$ cat config.mk
export PLATFORM = sky130hd
export DESIGN_NAME = irc_line_tokenizer_flat
export DESIGN_NICKNAME = d
export VERILOG_FILES = /design/src/sv/ilt_pkg.sv /design/src/sv/ilt_chan.sv /design/src/sv/ilt_front.sv /design/src/sv/ilt_fifo.sv /design/src/sv/ilt_back.sv /design/src/sv/irc_line_tokenizer.sv /design/src/flat_wrapper.sv
export SDC_FILE = /design/constraint.sdc
export NUM_CORES = 1
export LEC_CHECK = 0
export CORE_MARGIN = 2
export CORE_UTILIZATION = 35
export DETAILED_ROUTE_END_ITERATION = 10
export DONT_BUFFER_PORTS = 1
export PLACE_DENSITY = 0.58
export SLEW_MARGIN = 20
export SYNTH_ARGS = -nofsm -noshare
export SYNTH_HDL_FRONTEND = slang
export SYNTH_SLANG_ARGS = --single-unit
$ cat constraint.sdc
create_clock -name clk -period 2.35 [get_ports clk]
set_input_delay 0.1175 -clock clk [delete_from_list [all_inputs] [get_ports clk]]
set_output_delay 0.1175 -clock clk [all_outputs]
set_load 0.02 [all_outputs]
$ cat src/sv/ilt_pkg.sv
// types, codes, keyword table and per-byte parse functions
// for the line tokenizer; no dependencies
`default_nettype none

package ilt_pkg;

  localparam int MAX_PARAMS_DEF = 16;
  localparam int KW_COUNT = 15;

  localparam logic [7:0] CH_CR    = 8'h0D;
  localparam logic [7:0] CH_LF    = 8'h0A;
  localparam logic [7:0] CH_COLON = 8'h3A;
  localparam logic [7:0] CH_SPACE = 8'h20;

  localparam logic [2:0] PH_START   = 3'd0;
  localparam logic [2:0] PH_PREFIX  = 3'd1;
  localparam logic [2:0] PH_COMMAND = 3'd2;
  localparam logic [2:0] PH_PARAM   = 3'd3;
  localparam logic [2:0] PH_TRAIL   = 3'd4;

  localparam logic [1:0] KIND_CONTENT = 2'd0;
  localparam logic [1:0] KIND_EMPTY   = 2'd1;
  localparam logic [1:0] KIND_SUMMARY = 2'd2;

  localparam logic [1:0] FLD_PREFIX  = 2'd0;
  localparam logic [1:0] FLD_COMMAND = 2'd1;
  localparam logic [1:0] FLD_MIDDLE  = 2'd2;
  localparam logic [1:0] FLD_TRAIL   = 2'd3;

  localparam logic [1:0] ST_OK        = 2'd0;
  localparam logic [1:0] ST_EMPTY     = 2'd1;
  localparam logic [1:0] ST_NO_SPACE  = 2'd2;

  localparam logic [4:0] PCNT_MAX = 5'd16;
  localparam logic [3:0] CLEN_MAX = 4'd8;

  // keywords left aligned, one character per byte from the top
  localparam logic [63:0] KW_TEXT [KW_COUNT] = '{
    {"PASS", 32'h0}, {"NICK", 32'h0}, {"USER", 32'h0}, {"JOIN", 32'h0},
    {"PART", 32'h0}, {"PRIVMSG", 8'h0}, {"NOTICE", 16'h0}, {"KICK", 32'h0},
    {"INVITE", 16'h0}, {"TOPIC", 24'h0}, {"MODE", 32'h0}, {"QUIT", 32'h0},
    {"PING", 32'h0}, {"PONG", 32'h0}, {"CAP", 40'h0}
  };
  localparam logic [3:0] KW_LEN [KW_COUNT] = '{
    4'd4, 4'd4, 4'd4, 4'd4, 4'd4, 4'd7, 4'd6, 4'd4,
    4'd6, 4'd5, 4'd4, 4'd4, 4'd4, 4'd4, 4'd3
  };

  typedef struct packed {
    logic [7:0] line_byte;
    logic       end_of_line;
  } in_t;

  typedef struct packed {
    logic [1:0] item_kind;
    logic [7:0] out_byte;
    logic [1:0] field_kind;
    logic [3:0] param_number;
    logic       field_first;
    logic [1:0] status;
    logic [3:0] param_total;
    logic       param_overflow;
    logic       command_known;
    logic       last;
  } item_t;

  typedef struct packed {
    logic [2:0]          phase;
    logic [4:0]          pcnt;
    logic                started;
    logic [KW_COUNT-1:0] kwm;
    logic [3:0]          clen;
  } state_t;

  typedef struct packed {
    state_t st;
    logic   v;
    item_t  it;
  } step_t;

  // up to three result items caused by one input transaction
  typedef struct packed {
    logic [1:0] cnt;
    item_t [2:0] items;
  } bundle_t;

  localparam state_t STATE_INIT = '{
    phase: PH_START, pcnt: 5'd0, started: 1'b0, kwm: '1, clen: 4'd0
  };

  function automatic logic [4:0] count_up(logic [4:0] p);
    count_up = (p < PCNT_MAX) ? 5'(p + 5'd1) : p;
  endfunction

  function automatic step_t cmd_byte(state_t s, logic [7:0] c);
    step_t r;
    logic [7:0] u;
    r = '0;
    r.st = s;
    u = c;
    if (c == CH_SPACE) begin
      r.st.phase = PH_PARAM;
      r.st.started = 1'b0;
    end else begin
      if (c >= 8'h61 && c <= 8'h7A) u = c - 8'd32;
      for (int k = 0; k < KW_COUNT; k++) begin
        if (s.clen >= KW_LEN[k] || KW_TEXT[k][(7 - s.clen[2:0]) * 8 +: 8] != u)
          r.st.kwm[k] = 1'b0;
      end
      if (s.clen < CLEN_MAX) r.st.clen = 4'(s.clen + 4'd1);
      r.v = 1'b1;
      r.it.item_kind = KIND_CONTENT;
      r.it.out_byte = u;
      r.it.field_kind = FLD_COMMAND;
      r.it.field_first = !s.started;
      r.st.started = 1'b1;
    end
    return r;
  endfunction

  function automatic step_t proc_byte(state_t s, logic [7:0] c, int lim);
    step_t r;
    state_t s2;
    logic [3:0] idx;
    r = '0;
    r.st = s;
    s2 = s;
    idx = (int'(s.pcnt) < lim - 1) ? s.pcnt[3:0] : 4'(lim - 1);
    unique case (s.phase)
      PH_START: begin
        if (c == CH_COLON) begin
          r.st.phase = PH_PREFIX;
          r.st.started = 1'b0;
        end else begin
          s2.started = 1'b0;
          s2.phase = PH_COMMAND;
          r = cmd_byte(s2, c);
        end
      end
      PH_PREFIX: begin
        if (c == CH_SPACE) begin
          r.st.phase = PH_COMMAND;
          r.st.started = 1'b0;
        end else begin
          r.v = 1'b1;
          r.it.item_kind = KIND_CONTENT;
          r.it.out_byte = c;
          r.it.field_kind = FLD_PREFIX;
          r.it.field_first = !s.started;
          r.st.started = 1'b1;
        end
      end
      PH_COMMAND: r = cmd_byte(s, c);
      PH_PARAM: begin
        if (!s.started) begin
          if (c == CH_COLON) begin
            r.st.phase = PH_TRAIL;
          end else if (c == CH_SPACE) begin
            r.v = 1'b1;
            r.it.item_kind = KIND_EMPTY;
            r.it.field_kind = FLD_MIDDLE;
            r.it.param_number = idx;
            r.it.field_first = 1'b1;
            r.st.pcnt = count_up(s.pcnt);
          end else begin
            r.v = 1'b1;
            r.it.item_kind = KIND_CONTENT;
            r.it.out_byte = c;
            r.it.field_kind = FLD_MIDDLE;
            r.it.param_number = idx;
            r.it.field_first = 1'b1;
            r.st.started = 1'b1;
          end
        end else if (c == CH_SPACE) begin
          r.st.pcnt = count_up(s.pcnt);
          r.st.started = 1'b0;
        end else begin
          r.v = 1'b1;
          r.it.item_kind = KIND_CONTENT;
          r.it.out_byte = c;
          r.it.field_kind = FLD_MIDDLE;
          r.it.param_number = idx;
        end
      end
      default: begin
        r.v = 1'b1;
        r.it.item_kind = KIND_CONTENT;
        r.it.out_byte = c;
        r.it.field_kind = FLD_TRAIL;
        r.it.param_number = idx;
        r.it.field_first = !s.started;
        r.st.started = 1'b1;
      end
    endcase
    return r;
  endfunction

  function automatic item_t summarize(state_t s, int cap);
    item_t it;
    logic [4:0] p;
    it = '0;
    it.item_kind = KIND_SUMMARY;
    it.last = 1'b1;
    p = s.pcnt;
    if (s.phase == PH_START) begin
      it.status = ST_EMPTY;
    end else if (s.phase == PH_PREFIX) begin
      it.status = ST_NO_SPACE;
    end else begin
      if (s.phase == PH_TRAIL || (s.phase == PH_PARAM && s.started))
        p = count_up(s.pcnt);
      it.param_total = (int'(p) > cap) ? 4'(cap) : p[3:0];
      it.param_overflow = (int'(p) > cap);
      for (int k = 0; k < KW_COUNT; k++) begin
        if (s.kwm[k] && KW_LEN[k] == s.clen) it.command_known = 1'b1;
      end
    end
    return it;
  endfunction

endpackage

`default_nettype wire

$ cat src/sv/ilt_chan.sv
// valid/ready channel carrying one payload of type T
// used for both ports of the tokenizer
`default_nettype none

interface ilt_chan #(parameter type T = logic);
  logic valid;
  logic ready;
  T     payload;

  modport source (output valid, output payload, input ready);
  modport sink (input valid, input payload, output ready);
endinterface

`default_nettype wire

$ cat src/sv/ilt_front.sv
// front end: holds one byte back, runs the parse state and builds
// a bundle of result items per input transaction; uses ilt_pkg
`default_nettype none

module ilt_front import ilt_pkg::*; #(
  parameter int MAX_PARAMS = MAX_PARAMS_DEF
) (
  input  wire logic    clk,
  input  wire logic    rst,
  input  wire logic    in_valid,
  output logic         in_ready,
  input  wire in_t     in_data,
  output logic         push_valid,
  input  wire logic    push_ready,
  output bundle_t      push_data
);

  localparam int LIM = (MAX_PARAMS < 16) ? MAX_PARAMS : 16;
  localparam int CAP = (MAX_PARAMS < 15) ? MAX_PARAMS : 15;

  state_t     state, state_next;
  logic [7:0] held_byte;
  logic       held_valid;
  logic       take;

  step_t   a, b;
  state_t  s_mid;
  logic    drop;
  bundle_t bnd;
  logic [1:0] n;

  assign in_ready = push_ready;
  assign take = in_valid && in_ready;

  always_comb begin
    bnd = '0;
    n = 2'd0;
    a = '0;
    b = '0;
    s_mid = state;
    state_next = state;
    drop = held_valid && held_byte == CH_CR && in_data.line_byte == CH_LF;
    if (held_valid && !(in_data.end_of_line && drop)) begin
      a = proc_byte(state, held_byte, LIM);
      s_mid = a.st;
      if (a.v) begin
        bnd.items[n] = a.it;
        n = n + 2'd1;
      end
    end
    if (!in_data.end_of_line) begin
      state_next = s_mid;
    end else begin
      if (!drop) begin
        b = proc_byte(s_mid, in_data.line_byte, LIM);
        s_mid = b.st;
        if (b.v) begin
          bnd.items[n] = b.it;
          n = n + 2'd1;
        end
      end
      bnd.items[n] = summarize(s_mid, CAP);
      n = n + 2'd1;
      state_next = STATE_INIT;
    end
    bnd.cnt = n;
  end

  // empty bundles never enter the queue
  assign push_valid = take && bnd.cnt != 2'd0;
  assign push_data = bnd;

  always_ff @(posedge clk) begin
    if (rst) begin
      state <= STATE_INIT;
      held_valid <= 1'b0;
      held_byte <= 8'd0;
    end else if (take) begin
      state <= state_next;
      held_valid <= !in_data.end_of_line;
      held_byte <= in_data.end_of_line ? 8'd0 : in_data.line_byte;
    end
  end

endmodule

`default_nettype wire

$ cat src/sv/ilt_fifo.sv
// two-entry bundle queue between front and back ends
// uses ilt_pkg
`default_nettype none

module ilt_fifo import ilt_pkg::*; (
  input  wire logic    clk,
  input  wire logic    rst,
  input  wire logic    push_valid,
  output logic         push_ready,
  input  wire bundle_t push_data,
  output logic         pop_valid,
  input  wire logic    pop_ready,
  output bundle_t      pop_data
);

  bundle_t    mem [2];
  logic       wr_ptr, rd_ptr;
  logic [1:0] count;
  logic       do_push, do_pop;

  assign push_ready = count != 2'd2;
  assign pop_valid = count != 2'd0;
  assign pop_data = mem[rd_ptr];
  assign do_push = push_valid && push_ready;
  assign do_pop = pop_valid && pop_ready;

  always_ff @(posedge clk) begin
    if (do_push) mem[wr_ptr] <= push_data;
  end

  always_ff @(posedge clk) begin
    if (rst) begin
      wr_ptr <= 1'b0;
      rd_ptr <= 1'b0;
      count <= 2'd0;
    end else begin
      if (do_push) wr_ptr <= !wr_ptr;
      if (do_pop) rd_ptr <= !rd_ptr;
      if (do_push && !do_pop) count <= count + 2'd1;
      else if (do_pop && !do_push) count <= count - 2'd1;
    end
  end

endmodule

`default_nettype wire

$ cat src/sv/ilt_back.sv
// back end: takes bundles from the queue and sends their items
// one per transaction from an output register; uses ilt_pkg
`default_nettype none

module ilt_back import ilt_pkg::*; (
  input  wire logic    clk,
  input  wire logic    rst,
  input  wire logic    pop_valid,
  output logic         pop_ready,
  input  wire bundle_t pop_data,
  output logic         out_valid,
  input  wire logic    out_ready,
  output item_t        out_data
);

  bundle_t    cur;
  logic       cur_valid;
  logic [1:0] idx;
  logic       at_end;

  assign at_end = idx == cur.cnt - 2'd1;
  assign pop_ready = !cur_valid || (out_ready && at_end);
  assign out_valid = cur_valid;
  assign out_data = cur.items[idx];

  always_ff @(posedge clk) begin
    if (pop_ready && pop_valid) cur <= pop_data;
  end

  always_ff @(posedge clk) begin
    if (rst) begin
      cur_valid <= 1'b0;
      idx <= 2'd0;
    end else if (pop_ready) begin
      cur_valid <= pop_valid;
      idx <= 2'd0;
    end else if (out_ready) begin
      idx <= idx + 2'd1;
    end
  end

endmodule

`default_nettype wire

$ cat src/sv/irc_line_tokenizer.sv
// top level of the line tokenizer: front end, bundle queue, back end
// uses ilt_pkg and ilt_chan
//
// One raw byte is taken per cycle, back to back, as long as the two-entry
// queue has room. Each byte yields at most one item, except the byte with
// end_of_line, which yields up to three (the held byte, itself and the
// summary); the back end sends one item per cycle while out_ready is high,
// so after each line the input may stall while the queue drains. Results
// pass through the queue and the back-end output register before they appear.
`default_nettype none

module irc_line_tokenizer import ilt_pkg::*; #(
  parameter int MAX_PARAMS = MAX_PARAMS_DEF
) (
  input wire logic clk,
  input wire logic rst,
  ilt_chan.sink    in_ch,
  ilt_chan.source  out_ch
);

  logic    push_valid, push_ready;
  bundle_t push_data;
  logic    pop_valid, pop_ready;
  bundle_t pop_data;
  item_t   out_data;

  ilt_front #(.MAX_PARAMS(MAX_PARAMS)) u_front (
    .clk(clk), .rst(rst),
    .in_valid(in_ch.valid), .in_ready(in_ch.ready), .in_data(in_ch.payload),
    .push_valid(push_valid), .push_ready(push_ready), .push_data(push_data)
  );

  ilt_fifo u_fifo (
    .clk(clk), .rst(rst),
    .push_valid(push_valid), .push_ready(push_ready), .push_data(push_data),
    .pop_valid(pop_valid), .pop_ready(pop_ready), .pop_data(pop_data)
  );

  ilt_back u_back (
    .clk(clk), .rst(rst),
    .pop_valid(pop_valid), .pop_ready(pop_ready), .pop_data(pop_data),
    .out_valid(out_ch.valid), .out_ready(out_ch.ready), .out_data(out_data)
  );

  assign out_ch.payload = out_data;

endmodule

`default_nettype wire

$ cat src/flat_wrapper.sv
// flat-port wrapper written by rule: the top's interface ports become plain ports
module irc_line_tokenizer_flat import ilt_pkg::*;
#(
  parameter int MAX_PARAMS = MAX_PARAMS_DEF
)
  (clk, rst, in_ch_valid, in_ch_payload, in_ch_ready, out_ch_valid, out_ch_payload, out_ch_ready);
  ilt_chan in_ch_i ();
  ilt_chan out_ch_i ();
  input wire logic clk;
  input wire logic rst;
  input wire logic [$bits(in_ch_i.valid)-1:0] in_ch_valid;
  input wire logic [$bits(in_ch_i.payload)-1:0] in_ch_payload;
  output wire logic [$bits(in_ch_i.ready)-1:0] in_ch_ready;
  output wire logic [$bits(out_ch_i.valid)-1:0] out_ch_valid;
  output wire logic [$bits(out_ch_i.payload)-1:0] out_ch_payload;
  input wire logic [$bits(out_ch_i.ready)-1:0] out_ch_ready;
  assign in_ch_i.valid = in_ch_valid;
  assign in_ch_i.payload = in_ch_payload;
  assign in_ch_ready = in_ch_i.ready;
  assign out_ch_valid = out_ch_i.valid;
  assign out_ch_payload = out_ch_i.payload;
  assign out_ch_i.ready = out_ch_ready;
  irc_line_tokenizer #(.MAX_PARAMS(MAX_PARAMS)) u_core (.clk(clk), .rst(rst), .in_ch(in_ch_i), .out_ch(out_ch_i));
endmodule
; ---- Word level (Yosys, flattened, before mapping)
; Memories as Yosys holds them, arrays and structs flattened. A register that Yosys moved wholly into a read port is not among the register bits.
; Index checks and enable logic that the tools add are counted.
[word_totals]
reg_bits = 36
ram_bits = 160
inputBits = 5
output_inout_bits = 3
memories = 1
[op_classes]
n_addsub = 11
n_lt_le_gt_ge = 21
n_eq_ne = 76
shifts = 30
muxes = 141
reduce_logical = 104
[memory_table]
columns = name, words, word_bits, rd, rd_clocked_by_memory_dff, wr, line_no
row1 = u_core.u_fifo.mem, 2, 80, 1, 1, 1, ilt_fifo.sv:16  ; bundle_t mem [2];
[ops]
columns = op, n
row1 = $shiftx 64x33->8 const A, 30
row2 = $ne 8x8->1, 60
row3 = $mux 78, 3
row4 = $bwmux 78, 2
row5 = $demux 26 s2, 2
row6 = $mux 26, 4
row7 = $mux 28, 3
row8 = $mux 1, 83
row9 = $pmux 10 s4, 2
row10 = $pmux 19 s2, 2
row11 = $mux 8, 8
row12 = $logic_or 1x1->1, 62
row13 = $bmux 26 s2, 1
row14 = $ge 4x3->1 const B, 8
row15 = $mux 4, 8
row16 = $mux 13, 2
row17 = $logic_and 1x1->1, 25
row18 = $mux 5, 5
row19 = $mux 6, 3
row20 = $eq 3x4->1 const A, 4
row21 = $mux 2, 8
row22 = $eq 3x2->1 const B, 5
row23 = $lt 5x4->1 const B, 2
row24 = $eq 3x1->1 const B, 3
row25 = other kinds (23), 48

; ---- Longest topological paths before layout
; Gate-level depths: netlist of the first run.
[depth]
depth_word = 38
mapped_depth = 8
mapped_depth_nobuf = 8

; ---- Modules after synthesis
; From an unflattened synthesis of the first run, not the netlist that was laid out.
[hier_totals]
cells_unflattened = 1501
area_unflattened_um2 = 16097.9
[by_module_without_submodules]
columns = module, instances, cells_each, area_per_inst_um2
row1 = ilt_front, 1, 1037, 6947.9
row2 = ilt_fifo, 1, 273, 5985.7
row3 = ilt_back, 1, 190, 3160.5
row4 = irc_line_tokenizer, 1, 1, 3.8

; ---- Least setup slack after synthesis of the first run
; OpenSTA, ideal clock, no wires.
[synth_timing]
path_kind = register -> register
from = register, netlist name u_core.u_back.cur[79]
to = register u_core.u_fifo.count[1]
setup_time_ns = 0.070
arrival_time_ns = 1.806
setup_slack_ns = 0.474
path_stages_with_launch = 8
path_buffers = 0
cell_sequence = edfxtp_1 xnor2_1 mux2i_1 nand2b_4 o21ai_0 ha_1 or3_1 a21oi_1
[synth_via]
elab_chain_cells = 8
[synth_rtl]
columns = item, line_no
row1 = $sub 2x1->2 *, ilt_back.sv:21  ; assign at_end = idx == cur.cnt - 2'd1;
row2 = $eq 2x2->1 *, ilt_back.sv:21
row3 = $logic_and 1x1->1 *, ilt_back.sv:22  ; assign pop_ready = !cur_valid || (out_ready && at_end);
row4 = $logic_or 1x1->1 *, ilt_back.sv:22
row5 = $logic_and 1x1->1 *, ilt_fifo.sv:25  ; assign do_pop = pop_valid && pop_ready;
row6 = $logic_not 1->1, ilt_fifo.sv:39  ; if (do_push && !do_pop) count <= count + 2'd1;
row7 = $logic_and 1x1->1, ilt_fifo.sv:39
row8 = $mux 2 / $reduce_bool 2->1 (equally long branches), n/a
row9 = end signal: assignment, ilt_fifo.sv:39
row10 = end signal: assignment, ilt_fifo.sv:40  ; else if (do_pop && !do_push) count <= count - 2'd1;
row11 = end: declaration, ilt_fifo.sv:18  ; logic [1:0] count;
; Mark *: on every way between the ends. The rest lies on a longest branch, timed or not.
; A chain may end at the register's enable or synchronous reset.

; ---- Worst setup path after layout of the first run
[layout_timing]
from = register u_core.u_back.idx[1]
to = register u_core.u_fifo.count[1]
[layout_via]
elab_chain_cells = 7
[layout_rtl]
columns = item, line_no
row1 = start: declaration, ilt_back.sv:18  ; logic [1:0] idx;
row2 = start signal: assignment, ilt_back.sv:38  ; idx <= idx + 2'd1;
row3 = $eq 2x2->1 *, ilt_back.sv:21
row4 = $logic_and 1x1->1 *, ilt_back.sv:22
row5 = $logic_or 1x1->1 *, ilt_back.sv:22
row6 = $logic_and 1x1->1 *, ilt_fifo.sv:25
row7 = $logic_not 1->1, ilt_fifo.sv:39
row8 = $logic_and 1x1->1, ilt_fifo.sv:39
row9 = $mux 2 / $reduce_bool 2->1 (equally long branches), n/a
; Marks and branches as above.

==> run_results.csv, run 1 <==
group,metric,value,unit
status,outcome,"finished clean",
route,firstDrtPassIters,3,
cells_and_area,drive_gt1_share,11.0,%
run,maxCapViolCount,0,
clock_tree,clk_latency,290,ps
clock_tree,cts_max_level,1,
cells_and_area,nets,80,
pwr,p_leak,0.319,nW
clock_tree,cts_setup_buffers,0,
clock_tree,cts_tree,"yes",
placed_design,place.gp.congestion,0.640,
clock_tree,cts_sinks,20,
die,die_area,0.00282,sq mm
route,m1WireLength,606,microns
cells_and_area,area_delta_synth_final,11.1,%
synthesis,synth_largest_area_cell,"edfxtp_1",
timing,timing.fmax,0.486,GHz
hold_path,holdCritPathClass,"in2reg",
route,postRouteAntennaNets,0,
synthesis,syn_inst,67,
die,fp.dieH,53.1,microns
synthesis,syn_nets,73,
global_routing,grt_use_total,10.6,%
worst_setup_path,worstPathRequired,2580,ps
route,detail_route.wl_per_cell,11.7,microns
pwr,power-per-cell-area,1040,mW/mm^2
timing,fin_setup_tns,0,ps
route,viasPerCell,4.97,
timing,slew_headroom,57.2,%
worst_setup_path,worst-setup-path-type,"reg2reg",
timing,setup_viol,0,
clock_tree,numCtsBuffers,3,
cells_and_area,num_antenna_cells,0,
synthesis,synth.top_cell.area_share,42.7,%
synthesis,syn_avg_cell_area,12.6,sq um
global_routing,grt_pass1_vias,484,
clock_tree,ctsResizeCount,0,
worst_setup_path,worst_ep_arrival_time,2280,ps
cells_and_area,final_cell_area,938,sq um
route,vias,502,
timing,final_max_slew_viol_count,0,
synthesis,ys_seq_area_share,61.6,%
worst_setup_path,start_kind,"register",
placed_design,dpl_cell_area,872,sq um
die,fp-row-count,17,
synthesis,netlist_top_cells_area,"edfxtp_1, dfxtp_1, mux2_2",
die,die_w,53.1,microns
route,wl_met2,525,microns
timing,finClkSkew,2.70,ps
synthesis,yosys_warnings,0,
synthesis,synth-seq-cells,20,
timing,hold_violations,0,
placed_design,dp_hpwl,817,microns
synthesis,yosys.cell_types.count,26,
global_routing,grt_max_degree,12,
worst_setup_path,critical_path_peak_fanout,5,
pwr,finalPower,0.978,mW
global_routing,grt_overflow,0,
route,wl_met3,41,microns
clock_tree,cts.clk_slew.worst_paths,100,ps
clock_tree,clockRootBuffer,"clkbuf_4",
route,initialDrtViolationCount,5,
timing,min_period,2060,ps
clock_tree,clock_path_buffers,2,
timing,worst_pin_slew,636,ps
timing,holdWs,28.0,ps
synthesis,mappedNetlistArea,845,sq um
die,core,0.00225,sq mm
timing,finalCritPeriodShare,87.5,%
timing,rsz0062_at_grt,"no",
route,top_layer_used,"met4",
die,num_io_pins,8,
worst_setup_path,end_kind,"register",
route,drc_errors,0,
placed_design,io_buffers,0,
global_routing,grt_pass1_wl,2.13,mm
route,wl,1.18,mm
pwr,irDropWorstVdd,0.000497,V
global_routing,antenna_found_initial,0,
die,start_util,37.5,%
cells by family after synthesis:
group / count (synthesis) / synth area share, %
adder cells (fa/ha/maj): 1 / 1.48
multiplexers: 5 / 6.52
buffers and inverters: 3 / 1.33
XOR/XNOR: 6 / 6.22
AND/OR/NAND/NOR: 21 / 14.4
AO/OA/AOI/OAI: 11 / 8.44
flip-flops: 20 / 61.6
worst max-delay path: stages (launching register included):
cell and delay, ps:
dfxtp_1 420, xnor2_1 160, mux2i_1 310, nand2b_4 210, o21ai_0 90, ha_1 320, or3_1 350, a21oi_1 140
layout make-up:
| class | instances | area (sq um) |
|---|---|---|
| Clock inverter | 1 | 3.75 |
| Tap cell | 28 | 35.0 |
| Fill cell | 234 | 1320 |
| Multi-Input combinational cell | 44 | 313 |
| Sequential cell | 20 | 520 |
| Clock buffer | 3 | 22.5 |
| Inverter | 1 | 3.75 |
| Timing Repair Buffer | 4 | 40.0 |
power breakdown:
group | switching [mW] | total (mW) | leakage, nW | internal (mW)
Combinational | 0.132 | 0.265 | 0.126 | 0.133
Sequential | 0.0841 | 0.557 | 0.178 | 0.473
Clock | 0.0946 | 0.156 | 0.0154 | 0.0616
flip-flops by register name, indices dropped and copies added, names as in the netlist:
register and flops:
u_core.u_fifo.mem 8, u_core.u_back.cur 4, u_core.u_back.idx 2, u_core.u_fifo.count 2, u_core.u_back.out_valid 1, u_core.u_fifo.rd_ptr 1
u_core.u_fifo.wr_ptr 1, u_core.u_front.held_valid 1
synth_stat cells:
cell type and number:
edfxtp_1 12, dfxtp_1 8, mux2_2 4, nand2_1 4
a21oi_1 3, nand3b_1 3, nor2_1 3, nor3_1 3
o21ai_0 3, xnor2_1 3, xor2_1 3, and2_1 2
clkbuf_1 2, nor2b_1 2, a311oi_1 1, a31oi_1 1
ha_1 1, inv_1 1, mux2i_1 1, nand2b_1 1
nand2b_4 1, nor4_1 1, o211a_1 1, o21a_1 1
o311ai_0 1, or3_1 1
worst paths after layout:
kind | startpoint | end | slack, ps | cells past startpoint
worst max-delay path | u_core.u_back.idx[1] | u_core.u_fifo.count[1] | 290 | 7
worst min-delay path | in_ch_valid | u_core.u_front.held_valid | 30 | 2
worst max register to register | u_core.u_back.idx[1] | u_core.u_fifo.count[1] | 290 | 7
worst min register to register | u_core.u_front.held_valid | u_core.u_fifo.mem[0][78] | 550 | 0
cell usage in the layout, fill, tap and decap left out:
cell and n:
dfxtp_1 8, nor2_1 3, a21oi_1 3, nand3b_1 3, nor2b_1 2, inv_1 1
o211a_1 1, edfxtp_1 12, ha_1 1, a311oi_1 1, clkinv_1 1, nor3_1 3
nand2b_1 1, a31oi_1 1, nor4_1 1, o21ai_0 3, mux2_2 4, or3_1 1
nand2b_4 1, and2_1 2, o311ai_0 1, o21a_1 1, xor2_1 3, clkbuf_4 3
xnor2_1 3, nand2_1 4, mux2i_1 1, dlygate4sd3_1 4
per-layer routing:
metal | track usage [%] | vias to the layer above
met3 | 3.11 | 2
met2 | 15.8 | 6
met5 | 0 | -
met4 | 6.41 | 0
met1 | 13.5 | 232
li1 | - | 262
timing repair:
item                                    4_1_cts  5_1_grt
hold buffers                                  4        0
hold endpoints to repair                     10        0
endpoints found under the setup margin        0        0
through the flow:
step	setup slack, ps	utilization [%]	std cells
2_1_floorplan	474	-	67
3_3_place_gp	301	38.7	93
3_5_place_dp	324	38.7	93
4_1_cts	291	41.6	101
5_1_grt	151	41.6	101
6_report	294	41.6	101
Note: power is estimated with default switching activity, not from simulation.
==> inputs of run 2 (changes only) <==
SETUP_SLACK_MARGIN = 0.4   (was unset)
==> run_results.csv, run 2 (synthesis gave the netlist of run 1 again) <==
group,metric,value,unit
placed_design,place.gp.congestion,0.640,
pwr,p_sw,0.317,mW
die,num_io_pins,8,
clock_tree,clk_latency,280,ps
global_routing,gr-usage-met2,16.7,%
status,outcome,"finished clean",
clock_tree,clock_path_buffers,2,
pwr,swShare,31.1,%
global_routing,grtUsageMet1,13.7,%
timing,final_max_slew_viol_count,0,
route,postRouteAntennaNets,0,
timing,finalCritPeriodShare,80.0,%
timing,hold_violations,0,
cells_and_area,fill_cells,233,
global_routing,grt_max_degree,12,
die,die_area,0.00282,sq mm
hold_path,worstHoldStart,"in_ch_valid",
cells_and_area,finalCoreUtilization,43.2,%
route,initialDrtViolationCount,8,
pwr,clkPwrFrac,15.1,%
pwr,p_leak,0.338,nW
die,fp-row-count,17,
timing,timing.fmax,0.532,GHz
cells_and_area,drive_gt1_share,19.7,%
global_routing,antenna_found_initial,0,
hold_path,holdCritPathClass,"in2reg",
timing,finClkSkew,3.41,ps
worst_setup_path,path_cells,"xnor2_2, mux2i_1, nand2b_4, o21ai_1, ha_2, xor2_1, or3_1, a21oi_1",
worst_setup_path,worst_ep_arrival_time,2100,ps
cells_and_area,reg_top3,"u_core.u_fifo.mem (8), u_core.u_back.cur (4)",
die,fp.dieH,53.1,microns
global_routing,use_met3,3.11,%
timing,slew_headroom,57.2,%
pwr,p_seq_share,55.0,%
cells_and_area,area_delta_synth_final,15.4,%
clock_tree,numCtsBuffers,3,
worst_setup_path,critical_path_peak_fanout,2,
worst_setup_path,cpMaxStageDelayCell,"edfxtp_1",
cells_and_area,largest_reg_flops,8,
timing,worst_pin_slew,636,ps
timing,fin_setup_tns,0,ps
cells_and_area,regMostFlops,"u_core.u_fifo.mem",
route,drc_errors,0,
worst_setup_path,worstPathRequired,2570,ps
pwr,power-per-cell-area,1050,mW/mm^2
worst_setup_path,r2r-start,"u_core.u_back.cur[79]",
route,detail_route.wl_per_cell,11.7,microns
clock_tree,cts_sinks,20,
timing,setup_viol,0,
pwr,irDropWorstVdd,0.000443,V
die,die_w,53.1,microns
cells_and_area,num_antenna_cells,0,
hold_path,min_to,"u_core.u_front.held_valid",
cells_and_area,mostFrequentLayoutCells,"edfxtp_1, dfxtp_1, nand2_1, mux2_2, dlygate4sd3_1",
route,vias,522,
clock_tree,cts.clk_slew.worst_paths,100,ps
worst_setup_path,worstRegToRegCells,8,
global_routing,grt_overflow,0,
global_routing,grt_pass1_wl,2.19,mm
global_routing,grt_pass1_vias,490,
hold_path,worstHoldPathCells,2,
placed_design,dp_hpwl,817,microns
worst_setup_path,r2r-end,"u_core.u_fifo.count[1]",
pwr,combPwrFrac,29.9,%
worst_setup_path,max_stage_delay,420,ps
die,start_util,37.5,%
placed_design,io_buffers,0,
clock_tree,clockRootBuffer,"clkbuf_4",
run,maxCapViolCount,0,
worst_setup_path,reg2reg_slack,470,ps
timing,rsz0062_at_grt,"yes",
clock_tree,cts_max_level,1,
route,viasPerCell,5.02,
cells_and_area,final_common_cell,"edfxtp_1",
cells_and_area,nets,83,
die,core,0.00225,sq mm
worst_setup_path,worst-setup-path-type,"reg2reg",
route,firstDrtPassIters,3,
worst_setup_path,end_kind,"register",
route,wl,1.22,mm
pwr,p_int,0.702,mW
timing,min_period,1880,ps
clock_tree,cts_tree,"yes",
global_routing,grt_use_total,10.9,%
global_routing,grt_busiest_layer,"met2",
worst_setup_path,start_kind,"register",
[run 2: changes by cell type in the layout (fill, tap and decap cells not counted)]
cell,delta
dfxtp_1,-1
nand2b_2,+1
xnor2_2,+1
o21ai_1,+1
buf_4,+3
ha_2,+1
ha_1,-1
o21ai_0,-1
nand2b_1,-1
xnor2_1,-1
dfxtp_2,+1
[run 2: layer usage]
metal	vias up	routed length, microns
met2	6	570
met4	0	10
met3	2	43
met5	-	0
met1	248	597
li1	266	-
[run 2: power groups by stage]
stage / registers (mW) / logic (mW) / clock network [mW]
CTS: 0.557 / 0.303 / 0.164
finish: 0.560 / 0.305 / 0.154
global route: 0.575 / 0.343 / 0.175
global placement: 0.563 / 0.254 / 0
floorplan: 0.530 / 0.247 / 0
detailed placement: 0.565 / 0.257 / 0
[run 2: worst max path at each step]
stage                          start                      to  slack, ps  depth (start not counted)
6_report       u_core.u_back.cur[79]  u_core.u_fifo.count[1]        470                          8
5_1_grt        u_core.u_back.cur[79]  u_core.u_fifo.count[1]        380                          8
4_1_cts        u_core.u_back.cur[79]  u_core.u_fifo.count[1]        420                          8
3_5_place_dp    u_core.u_back.idx[1]  u_core.u_fifo.count[1]        320                          7
3_3_place_gp   u_core.u_back.cur[79]  u_core.u_fifo.count[1]        300                          7
2_1_floorplan  u_core.u_back.cur[79]  u_core.u_fifo.count[1]        470                          7
[run 2: through the flow]
stage	hold WS, ps	power (mW)	std cells	setup slack, ps	cell area [sq um]
2_1_floorplan	216	0.777	67	474	845
3_3_place_gp	188	0.816	93	301	872
3_5_place_dp	189	0.822	93	324	872
4_1_cts	20.8	1.02	104	416	965
5_1_grt	27.0	1.09	104	378	975
6_report	31.0	1.02	104	470	975
[run 2: layout make-up]
| type | count | area (sq um) | share of cell area (%) |
|---|---|---|---|
| flip-flops and latches | 20 | 522 | 53.5 |
| multi-input cells | 44 | 325 | 33.4 |
| repair buffers | 7 | 62.6 | 6.42 |
| well taps | 28 | 35.0 | 3.59 |
| clock buffers | 3 | 22.5 | 2.31 |
| clock inverters | 1 | 3.75 | 0.385 |
| inverters | 1 | 3.75 | 0.385 |
[run 2: timing repair]
action | in CTS | in global routing
pin swaps | 2 | 2
setup endpoints to repair | 1 | 1
endpoints found under the hold margin | 10 | 0
hold buffers | 4 | 0
gates resized for setup | 3 | 2
gates cloned | 0 | 0
setup buffers | 3 | 0
[run 2: critical path, delay by kind of cell, from the launching register on]
family                     cells  cell delay (ps)
muxes                          1              250
xor gates and xnor gates       2              290
DFF                            1              420
adders and majority gates      1              190
and+or+nand+nor                2              480
AOI/OAI and AO/OA              2              190
==> inputs of run 3 (changes only) <==
ABC_AREA = 1   (was unset)
clock period = 1.8 ns   (was 2.35 ns; I/O delays follow)
==> run_results.csv, run 3 <==
group,metric,value,unit
route,firstDrtPassIters,4,
cells_and_area,nets,101,
timing,worst_pin_slew,252,ps
route,initialDrtViolationCount,7,
worst_setup_path,end_kind,"register",
worst_setup_path,worst-setup-path-type,"reg2reg",
pwr,p_int,1.13,mW
synthesis,syn_nets,86,
synthesis,synth_top_flop_cell,"edfxtp_1",
global_routing,grt_overflow,0,
placed_design,io_buffers,0,
global_routing,grt_use_total,10.7,%
timing,slew_headroom,83.1,%
placed_design,place.gp.congestion,0.614,
timing,finalCritPeriodShare,86.9,%
synthesis,synth.top_cell.area_share,42.5,%
hold_path,worstHoldStart,"rst",
worst_setup_path,worst_ep_arrival_time,1780,ps
global_routing,antenna_found_initial,0,
timing,fin_setup_tns,0,ps
worst_setup_path,cpMaxStageDelayCell,"edfxtp_1",
global_routing,grt_max_degree,13,
hold_path,worstHoldPathCells,3,
clock_tree,clock_path_buffers,2,
die,start_util,37.6,%
timing,hold_violations,0,
synthesis,mappedNetlistArea,847,sq um
synthesis,yosys.cell_types.count,17,
clock_tree,numCtsBuffers,3,
cells_and_area,finalCoreUtilization,47.5,%
timing,timing.fmax,0.640,GHz
synthesis,syn_inst,80,
clock_tree,clk_latency,310,ps
die,num_io_pins,8,
worst_setup_path,r2r-end,"u_core.u_fifo.count[1]",
pwr,finalPower,1.66,mW
clock_tree,cts.clk_slew.worst_paths,120,ps
timing,final_max_slew_viol_count,0,
route,top_layer_used,"met3",
synthesis,synth_common_cells,"edfxtp_1, inv_1, nand2_1",
pwr,p_sw,0.524,mW
pwr,power-per-cell-area,1550,mW/mm^2
pwr,combPwrFrac,35.4,%
die,die_area,0.00283,sq mm
worst_setup_path,worstPathRequired,2010,ps
cells_and_area,largest_reg_flops,8,
timing,min_period,1560,ps
timing,holdWs,21.0,ps
synthesis,yosys_warnings,0,
cells_and_area,drive_gt1_share,37.2,%
cells_and_area,area_delta_synth_final,26.4,%
route,wl,1.36,mm
synthesis,syn_avg_cell_area,10.6,sq um
pwr,irDropWorstVdd,0.00103,V
cells_and_area,seqCellArea,524,sq um
worst_setup_path,r2r-start,"u_core.u_back.cur[79]",
cells_and_area,fill_cells,223,
cells_and_area,num_antenna_cells,0,
clock_tree,cts_sinks,20,
cells_and_area,multi_input_area,322,sq um
pwr,p_leak,0.430,nW
run,maxCapViolCount,0,
synthesis,ys_seq_area_share,61.4,%
placed_design,dp_hpwl,915,microns
clock_tree,cts_max_level,1,
status,outcome,"finished clean",
worst_setup_path,path_cells,"inv_1, nand2_2, nand2_1, nand2_1, nand3_2, nand2_2, nand2_4, ha_4, a21oi_2, o21ai_2, o21ai_1, a21oi_1",
synthesis,synth_largest_area_cell,"edfxtp_1",
placed_design,place_inst,109,
worst_setup_path,max_stage_delay,430,ps
clock_tree,cts_tree,"yes",
synthesis,async_flop_share,0,%
die,core,0.00225,sq mm
timing,setup_viol,0,
route,wl_met3,66,microns
pwr,swShare,31.6,%
timing,finClkSkew,10.5,ps
worst_setup_path,critical_path_peak_fanout,3,
cells_and_area,mostFrequentLayoutCells,"edfxtp_1, inv_1, nand2_1",
worst_setup_path,worstRegToRegCells,12,
cells_and_area,final_common_cell,"edfxtp_1",
die,die_w,53.2,microns
cells_and_area,finalNonFillerCells,122,
route,viasPerCell,4.65,
route,postRouteAntennaNets,0,
worst_setup_path,reg2reg_slack,240,ps
route,vias,567,
global_routing,grt_pass1_wl,2.08,mm
die,fp-row-count,17,
cells_and_area,reg_top3,"u_core.u_fifo.mem (8), u_core.u_back.cur (4)",
route,m1WireLength,602,microns
route,detail_route.wl_per_cell,11.1,microns
synthesis,netlist_top_cells_area,"edfxtp_1, dfxtp_1, inv_1",
pwr,p_seq_share,42.7,%
global_routing,grt_pass1_vias,504,
synthesis,synth-edff-count,12,
route,drc_errors,0,
cells_and_area,regMostFlops,"u_core.u_fifo.mem",
hold_path,holdCritPathClass,"in2reg",
die,fp.dieH,53.2,microns
synthesis,synth-seq-cells,20,
route,wl_met2,689,microns
hold_path,min_to,"u_core.u_fifo.count[0]",
timing,rsz0062_at_grt,"yes",
pwr,clkPwrFrac,21.9,%
worst_setup_path,start_kind,"register",
clock_tree,clockRootBuffer,"clkbuf_4",
## run 3: routing by layer
layer  up-vias  GRT usage, %
met1       260          12.2
met2        10          17.5
met4         0          3.85
li1        297             -
met5         -             0
met3         0          5.08
## run 3: what timing repair did
action | 4_1_cts | 5_1_grt
hold buffers | 3 | 0
resized for setup | 3 | 9
setup endpoints to repair | 6 | 10
pin swaps | 8 | 4
buffers inserted | 2 | 4
hold endpoints to repair | 9 | 0
## run 3: final cells by class
type,count,area share (%)
clock inverter,1,2.80
multi-input combinational,47,30.0
clock buffer,3,2.10
sequential,20,48.9
timing repair buffer,10,8.06
inverter,13,4.79
tap,28,3.27
## run 3: power groups by stage
stage               clock network, mW  logic, mW  registers, mW
global placement                    0      0.416          0.714
global route                    0.392      0.653          0.720
finish                          0.363      0.588          0.708
floorplan                           0      0.343          0.714
detailed placement                  0      0.430          0.715
CTS                             0.370      0.460          0.706
## run 3: how the worst max path moves through the flow
stage                                from                      to  cells past startpoint
floorplan           u_core.u_back.cur[79]  u_core.u_fifo.count[1]                     11
global placement    u_core.u_back.cur[79]  u_core.u_fifo.count[1]                     11
detailed placement  u_core.u_back.cur[79]  u_core.u_fifo.count[1]                     11
CTS                 u_core.u_back.cur[79]  u_core.u_fifo.count[1]                     12
global route        u_core.u_back.cur[79]  u_core.u_fifo.count[1]                     12
finish              u_core.u_back.cur[79]  u_core.u_fifo.count[1]                     12
## run 3: cell families (layout without fill, tap and decap cells)
logic type / count (synthesis) / count (layout) / synth area share [%]
flip-flops: 20 / 20 / 61.4
buffers and inverters: 13 / 27 / 5.76
AND/OR/NAND/NOR: 28 / 28 / 16.1
XOR/XNOR: 1 / 1 / 1.03
adder cells (fa/ha/maj): 1 / 1 / 1.48
multiplexers: 4 / 4 / 5.32
AO/OA/AOI/OAI: 13 / 13 / 8.86
## run 3: through the flow
step,worst slack (ps),cell area [sq um]
floorplan,312,872
CTS,250,1020
global placement,227,915
detailed placement,183,915
finish,237,1070
global route,77.2,1070
## run 3: critical path, delay by kind of cell, from the launching register on
kind,cells,cell delay [ps]
AND/OR/NAND/NOR,6,420
adder cells (fa/ha/maj),1,200
flip-flops,1,430
buffers and inverters,1,90
AO/OA/AOI/OAI,4,360
